<file path="config.mk">
export PLATFORM = sky130hd
export DESIGN_NAME = ocbs_screen
export DESIGN_NICKNAME = d
export VERILOG_FILES = /design/src/rtl/ocbs_pkg.sv /design/src/rtl/ocbs_screen.sv
export SDC_FILE = /design/constraint.sdc
export NUM_CORES = 2
export LEC_CHECK = 0
export BUFFER_PORTS_ARGS = -buffer_cell sky130_fd_sc_hd__buf_2
export CAP_MARGIN = 20
export CORE_AREA = 2 2 440 442
export CTS_CLUSTER_DIAMETER = 200
export CTS_CLUSTER_SIZE = 20
export DETAILED_ROUTE_END_ITERATION = 12
export DIE_AREA = 0 0 442 444
export GPL_TIMING_DRIVEN = 0
export HOLD_SLACK_MARGIN = 0.02
export SYNTH_ARGS = -nofsm -noshare
export SYNTH_HDL_FRONTEND = slang
export SYNTH_SLANG_ARGS = --single-unit
</file>
<file path="constraint.sdc">
create_clock -name i_clk -period 18.5 [get_ports i_clk]
set_input_delay 0.925 -clock i_clk [delete_from_list [all_inputs] [get_ports i_clk]]
set_output_delay 0.925 -clock i_clk [all_outputs]
set_load 0.02 [all_outputs]
</file>
<file path="src/rtl/ocbs_pkg.sv">
// shared types, constants and register codes for the outline bounds and corner screen
package ocbs_pkg;

    localparam int COORD_BITS     = 12;
    localparam int MAX_POINTS_DEF = 4096;
    localparam int TOTAL_W        = 13;

    localparam int APB_DW  = 32;
    localparam int PADDR_W = 5;
    localparam int REG_LSB = 2;
    localparam int REG_IDX_W = 3;

    localparam int CFG_DIM_W  = 13;
    localparam int CFG_ASP_W  = 9;
    localparam int CFG_AREA_W = 17;

    localparam int ASPECT_FRAC = 8;
    localparam int AREA_FRAC   = 16;

    localparam logic [CFG_DIM_W-1:0]  IMG_W_RST    = CFG_DIM_W'(640);
    localparam logic [CFG_DIM_W-1:0]  IMG_H_RST    = CFG_DIM_W'(480);
    localparam logic [CFG_ASP_W-1:0]  MIN_ASP_RST  = CFG_ASP_W'(128);
    localparam logic [CFG_AREA_W-1:0] MIN_AREA_RST = CFG_AREA_W'(1966);
    localparam logic [CFG_AREA_W-1:0] MAX_AREA_RST = CFG_AREA_W'(65536);

    typedef enum logic [REG_IDX_W-1:0] {
        REG_IMG_W    = 3'd0,
        REG_IMG_H    = 3'd1,
        REG_MIN_ASP  = 3'd2,
        REG_MIN_AREA = 3'd3,
        REG_MAX_AREA = 3'd4
    } t_reg_idx;

    typedef enum logic [2:0] {
        STAT_PASS   = 3'd0,
        STAT_DEGEN  = 3'd1,
        STAT_ASPECT = 3'd2,
        STAT_SMALL  = 3'd3,
        STAT_LARGE  = 3'd4
    } t_status;

    typedef struct packed {
        logic [CFG_DIM_W-1:0]  img_w;
        logic [CFG_DIM_W-1:0]  img_h;
        logic [CFG_ASP_W-1:0]  min_aspect;
        logic [CFG_AREA_W-1:0] min_area;
        logic [CFG_AREA_W-1:0] max_area;
    } t_cfg;

    typedef struct packed {
        logic [COORD_BITS-1:0] min_x;
        logic [COORD_BITS-1:0] min_y;
        logic [COORD_BITS-1:0] max_x;
        logic [COORD_BITS-1:0] max_y;
    } t_box;

endpackage

</file>
<file path="src/rtl/ocbs_screen.sv">
// box screening: degenerate, aspect and area tests over three register stages
module ocbs_screen (
    input  logic             i_clk,
    input  ocbs_pkg::t_box   i_box,
    input  ocbs_pkg::t_cfg   i_cfg,
    output ocbs_pkg::t_status o_status
);
    import ocbs_pkg::*;

    localparam int IMG_AREA_W = 2 * CFG_DIM_W;
    localparam int ASP_W      = COORD_BITS + CFG_ASP_W;
    localparam int WH_W       = 2 * COORD_BITS;
    localparam int AREA_W     = CFG_AREA_W + IMG_AREA_W;

    logic [COORD_BITS-1:0] r_w;
    logic [COORD_BITS-1:0] r_h;
    logic [IMG_AREA_W-1:0] r_img;

    logic                  r_degen;
    logic                  r_asp_fail;
    logic [WH_W-1:0]       r_wh;
    logic [AREA_W-1:0]     r_lo;
    logic [AREA_W-1:0]     r_hi;

    t_status               r_status;

    logic [COORD_BITS-1:0] short_side;
    logic [COORD_BITS-1:0] long_side;
    logic [AREA_W-1:0]     feat;

    assign short_side = (r_w < r_h) ? r_w : r_h;
    assign long_side  = (r_w < r_h) ? r_h : r_w;
    assign feat       = AREA_W'(r_wh) << AREA_FRAC;

    // stage 1: sides and image area
    always_ff @(posedge i_clk) begin
        r_w   <= i_box.max_x - i_box.min_x;
        r_h   <= i_box.max_y - i_box.min_y;
        r_img <= IMG_AREA_W'(i_cfg.img_w) * IMG_AREA_W'(i_cfg.img_h);
    end

    // stage 2: degenerate and aspect tests and area products
    always_ff @(posedge i_clk) begin
        r_degen    <= (r_w == '0) || (r_h == '0);
        r_asp_fail <= (r_w != r_h) &&
                      ((ASP_W'(short_side) << ASPECT_FRAC) <
                       (ASP_W'(i_cfg.min_aspect) * ASP_W'(long_side)));
        r_wh       <= WH_W'(r_w) * WH_W'(r_h);
        r_lo       <= AREA_W'(i_cfg.min_area) * AREA_W'(r_img);
        r_hi       <= AREA_W'(i_cfg.max_area) * AREA_W'(r_img);
    end

    // stage 3: verdict in priority order
    always_ff @(posedge i_clk) begin
        if (r_degen) begin
            r_status <= STAT_DEGEN;
        end else if (r_asp_fail) begin
            r_status <= STAT_ASPECT;
        end else if (feat < r_lo) begin
            r_status <= STAT_SMALL;
        end else if (feat > r_hi) begin
            r_status <= STAT_LARGE;
        end else begin
            r_status <= STAT_PASS;
        end
    end

    assign o_status = r_status;

endmodule
</file>
; ---- Yosys cells after proc, flatten, opt, wreduce, memory -nomap -nowiden
; Cells that the tools add are included.
[totals]
register_bits = 165
input_bits = 118
[classes]
order_cmp = 4
reduce_logical = 5
mux = 5
n_eq_ne = 1
addsub = 2
multipliers = 5
[ops]
columns = cell, count
row1 = 17-bit by 26-bit multiplier with 43-bit output, 2
row2 = 40-bit by 43-bit greater-than comparator with 1-bit output, 1
row3 = 40-bit by 43-bit less-than comparator with 1-bit output, 1
row4 = 13-bit by 13-bit multiplier with 26-bit output, 1
row5 = 12-bit logical NOT, 2
row6 = 12-bit by 12-bit multiplier with 24-bit output, 1
row7 = 12-bit 2-to-1 mux, 2
row8 = 12-bit subtractor, 2
row9 = 20-bit by 21-bit less-than comparator with 1-bit output, 1
row10 = 9-bit by 12-bit multiplier with 21-bit output, 1
row11 = 12-bit less-than comparator, 1
row12 = 12-bit inequality test, 1
row13 = 2-bit 2-to-1 mux, 2
row14 = 3-bit 2-to-1 mux, 1
row15 = 3-bit OR reduction, 1
row16 = 1-bit logical AND, 1
row17 = 1-bit logical OR, 1

; ---- Longest topological paths before layout
[logic_depth]
word_depth = 5
mapped_depth = 37
depth_no_buf = 36

; ---- Least setup slack after synthesis
; Ideal clock, no wire load.
[synth_timing]
path_type = register -> register
start = register r_h[9]
end = register r_asp_fail
synth_period_minus_slack_ps = 7162
path_stages_with_launch = 33
setup_slack_ps = 11338
arrival_time_ps = 7088
path_cell_list = dfxtp_1 inv_1 ha_1 nand4_1 or2_2 o221ai_1 clkbuf_1 nand2_1 o21ai_1 nand2_1 fa_1 inv_1 ha_1 ha_1 inv_1 fa_1 inv_1 ha_1 fa_1 a21o_1 a21oi_1 o21a_1 nor3_1 a41o_1 o211ai_1 nand2b_1 a21oi_1 xor2_1 ha_1 a2111oi_0 o221a_2 a21oi_1 a31oi_1
[synth_between]
elab_chain_cells = 5
[synth_lines]
columns = element, line
row1 = start: declaration, ocbs_screen.sv:16  ; logic [COORD_BITS-1:0] r_h;
row2 = start signal: assignment, ocbs_screen.sv:38  ; r_h <= i_box.max_y - i_box.min_y;
row3 = 12-bit less-than comparator, "ocbs_screen.sv:31, ocbs_screen.sv:32"
row4 = 12-bit 2-to-1 mux, ocbs_screen.sv:32  ; assign long_side = (r_w < r_h) ? r_h : r_w;
row5 = 9-bit by 12-bit multiplier with 21-bit output, ocbs_screen.sv:47  ; (ASP_W'(i_cfg.min_aspect) * ASP_W'(long_side)));
row6 = 20-bit by 21-bit less-than comparator with 1-bit output, ocbs_screen.sv:46  ; ((ASP_W'(short_side) << ASPECT_FRAC) <
row7 = 1-bit logical AND (*), ocbs_screen.sv:45  ; r_asp_fail <= (r_w != r_h) &&
row8 = end signal: assignment, ocbs_screen.sv:45
row9 = end: declaration, ocbs_screen.sv:20  ; logic r_asp_fail;
; Every way passes the cells marked *; elsewhere a longest branch is shown, timed or not.
; A chain may end at the register's enable or synchronous reset.

; ---- Worst setup path after layout
[layout_timing]
start = register r_w[0]
end = register r_asp_fail
[layout_between]
elab_chain_cells = 5
[layout_lines]
columns = element, line
row1 = start: declaration, ocbs_screen.sv:15  ; logic [COORD_BITS-1:0] r_w;
row2 = start signal: assignment, ocbs_screen.sv:37  ; r_w <= i_box.max_x - i_box.min_x;
row3 = 12-bit less-than comparator, "ocbs_screen.sv:31, ocbs_screen.sv:32"
row4 = 12-bit 2-to-1 mux, ocbs_screen.sv:32
row5 = 9-bit by 12-bit multiplier with 21-bit output, ocbs_screen.sv:47
row6 = 20-bit by 21-bit less-than comparator with 1-bit output, ocbs_screen.sv:46
row7 = 1-bit logical AND (*), ocbs_screen.sv:45
; Marks and branches as above.

==> results.cfg <==
[outcome]
status = completed

[placement]
place.detailed.hpwl_um = 122000
buffers_on_ports = 109
place_congestion = 0.954

[synth]
yosysSeqAreaShare_pct = 6.94
synth_area_mm2 = 0.0476
synth.avg_cell_area_um2 = 8.82
synth_async_sr_flop_share_pct = 0
synth-main-ff-cell = sky130_fd_sc_hd__dfxtp_1
synth_fp_nets = 7039
netlist_instances = 5395
synth_enable_flop_cells = 0
synthesis.yosys.warnings = 0
synth_cell_type_count = 72
number_of_synthesized_register_bits = 165

[setup_path]
critPathLaunchType = flop
critPathKind = flop to flop
crit_fanout = 10
critical-path-slowest-cell = sky130_fd_sc_hd__o221ai_1
critPathRequiredTime_ns = 18.93
cp-end-kind = flop
critical_path_arrival_ns = 9.34
slowest_delay_ns = 0.62

[sta]
hold_violations = 0
final.setup_skew_ns = 0.0234
max_clock_freq_ghz = 0.112
max_slew.worst_pin.slew_ns = 1.19
finalWorstPathRequiredPeriod_ns = 8.91
timing.max_slew.rel_slack_pct = 20.8
setup-tns-final_ns = 0
report.final.slew_viol_count = 0
grt_setup_unrepaired = no
report.final.setup_viol = 0
layout_worst_path_cycle_share_pct = 48.2

[routing]
antenna_left = 0
first_pass_iters = 5
route.final.wire_length_um = 143000
drc_errors = 0
route.detailed.vias_per_inst = 4.54
dr_total_vias = 36700
wire_per_inst_um = 17.8
first_iter_violations = 2313

[finish]
layout_commonest_cell = sky130_fd_sc_hd__inv_1
regArea_mm2 = 0.00330
nets = 7168
multi_input_comb_area_mm2 = 0.0388
commonest_non_fill_non_tap_cells_in_the_layout = sky130_fd_sc_hd__inv_1 (1220), sky130_fd_sc_hd__fa_1 (1012), sky130_fd_sc_hd__nand2_1 (902)
layout-drive-gt1-share_pct = 3.21
area_delta_synth_final_pct = 9.14
filler_cell_count = 20600

[global_route]
number_of_global_route_vias_before_repair = 39400
grt_remaining_overflow = 0
wire_length_of_the_first_global_routing_pass_um = 226000
number_of_antenna_violations_at_the_first_check_in_global_routing = 23
globalRouteTotalUtil_pct = 14.9
largest_net_degree_at_the_start_of_global_routing = 19

[floorplanning]
row_count = 161
start_util_pct = 24.8
coreArea_mm2 = 0.192
dieHeight_um = 444
die-area_mm2 = 0.196
die-width_um = 442
boundaryPins = 121

[clocking]
ctsLongestPathBuffers = 2
cts.sink_count = 165
skew_pair_late_insertion_delay_ns = 0.51
cts_setup_buffers = 0
ctsRootBufferMaster = sky130_fd_sc_hd__clkbuf_16
cts_repair_resize_count = 0
cts.hold.buffers_added = 0
cts_tree = done
clock_pin_slew_on_the_worst_setup_and_hold_paths_ns = 0.09
cts-buffers-inserted = 17
ctsHtreeMaxLevel = 4

[min_path]
hold_class = flop to flop

[run]
max-cap-violations = 0
-- synthesized netlist by cell type, drive strengths merged (20+ instances only) --
library cell | instances | share of area (%)
nand4 | 20 | 0.26
nand3 | 32 | 0.34
a21o | 77 | 1.2
xnor2 | 88 | 1.6
a21oi | 128 | 1.3
o21ai | 77 | 0.81
ha | 514 | 14
o21bai | 21 | 0.33
o21a | 27 | 0.43
and2 | 449 | 5.9
inv | 1220 | 9.6
dfxtp | 165 | 6.9
xor2 | 46 | 0.85
nor2 | 100 | 0.79
clkbuf | 227 | 1.8
fa | 1012 | 43
nand2 | 902 | 7.1
nand2b | 21 | 0.28
nor2b | 33 | 0.43
nor3 | 32 | 0.34
-- sequential cells by signal, indices dropped and copies added, names as in the netlist, 3 cells and up --
signal and cells:
r_h 12, r_lo 43, r_hi 43, o_status 3, r_wh 24, r_w 12, r_img 26
-- final cells by class --
cell class | instances | area share (%)
Buffer | 229 | 1.66
Tap cell | 2526 | 6.09
Multi-Input combinational cell | 3780 | 74.8
Inverter | 1221 | 8.83
Clock buffer | 18 | 0.846
Timing Repair Buffer | 110 | 1.08
Antenna cell | 10 | 0.0482
Clock inverter | 14 | 0.311
Sequential cell | 165 | 6.36
-- layer usage --
layer | track usage (%) | vias to the layer above | wire length [um]
met1 | 18.7 | 18700 | 58200
met4 | 6.98 | 14 | 7070
li1 | - | 16400 | -
met2 | 25.3 | 1235 | 68800
met3 | 1.89 | 289 | 9280
met5 | 0 | - | 110
-- worst max-delay path, delay by kind of cell, from the launching register on --
kind                     cells  cell delay (ns)
AND/OR/NAND/NOR              5             0.56
flip-flops                   1             0.61
buffers and inverters        5             0.93
AO/OA/AOI/OAI               14             3.74
adder cells (fa/ha/maj)      7             2.88
XOR/XNOR                     1             0.11
-- cell families (layout without fill, tap and decap cells) --
| logic type | after synthesis | in the layout | share of synthesized area (%) |
|---|---|---|---|
| AND/OR/NAND/NOR | 1654 | 1654 | 16.4 |
| adder cells (fa/ha/maj) | 1526 | 1526 | 56.1 |
| buffers and inverters | 1450 | 1592 | 11.4 |
| AO/OA/AOI/OAI | 453 | 453 | 6.34 |
| flip-flops | 165 | 165 | 6.94 |
| XOR/XNOR | 134 | 134 | 2.47 |
| multiplexers | 13 | 13 | 0.305 |
| other | 0 | 10 | 0 |
-- metrics by stage --
| stage | std cells | worst slack (ns) | cell area [um2] | util, % | hold slack (ns) |
|---|---|---|---|---|---|
| floorplan | 5395 | 11.34 | 47600 | - | 0.405 |
| global route | 8068 | 8.94 | 51900 | 27.1 | 0.559 |
| global placement | 8030 | 9.37 | 51300 | 26.8 | 0.521 |
| finish | 8073 | 9.59 | 51900 | 27.1 | 0.530 |
| CTS | 8063 | 9.64 | 51900 | 27.1 | 0.535 |
| detailed placement | 8031 | 9.34 | 51300 | 26.8 | 0.517 |
-- path summary, 6_finish.rpt --
kind,startpoint,slack (ns),to,cells after the start
worst min register to register,r_asp_fail$_DFF_P_,0.53,o_status[0]$_SDFF_PP1_,1
worst max register to register,r_w[0]$_DFF_P_,9.59,r_asp_fail$_DFF_P_,32
worst max-delay path,r_w[0]$_DFF_P_,9.59,r_asp_fail$_DFF_P_,32
worst min-delay path,r_asp_fail$_DFF_P_,0.53,o_status[0]$_SDFF_PP1_,1
Power is not shown: default switching activity piles up to over one toggle a cycle in this logic, so the estimate is an artifact.
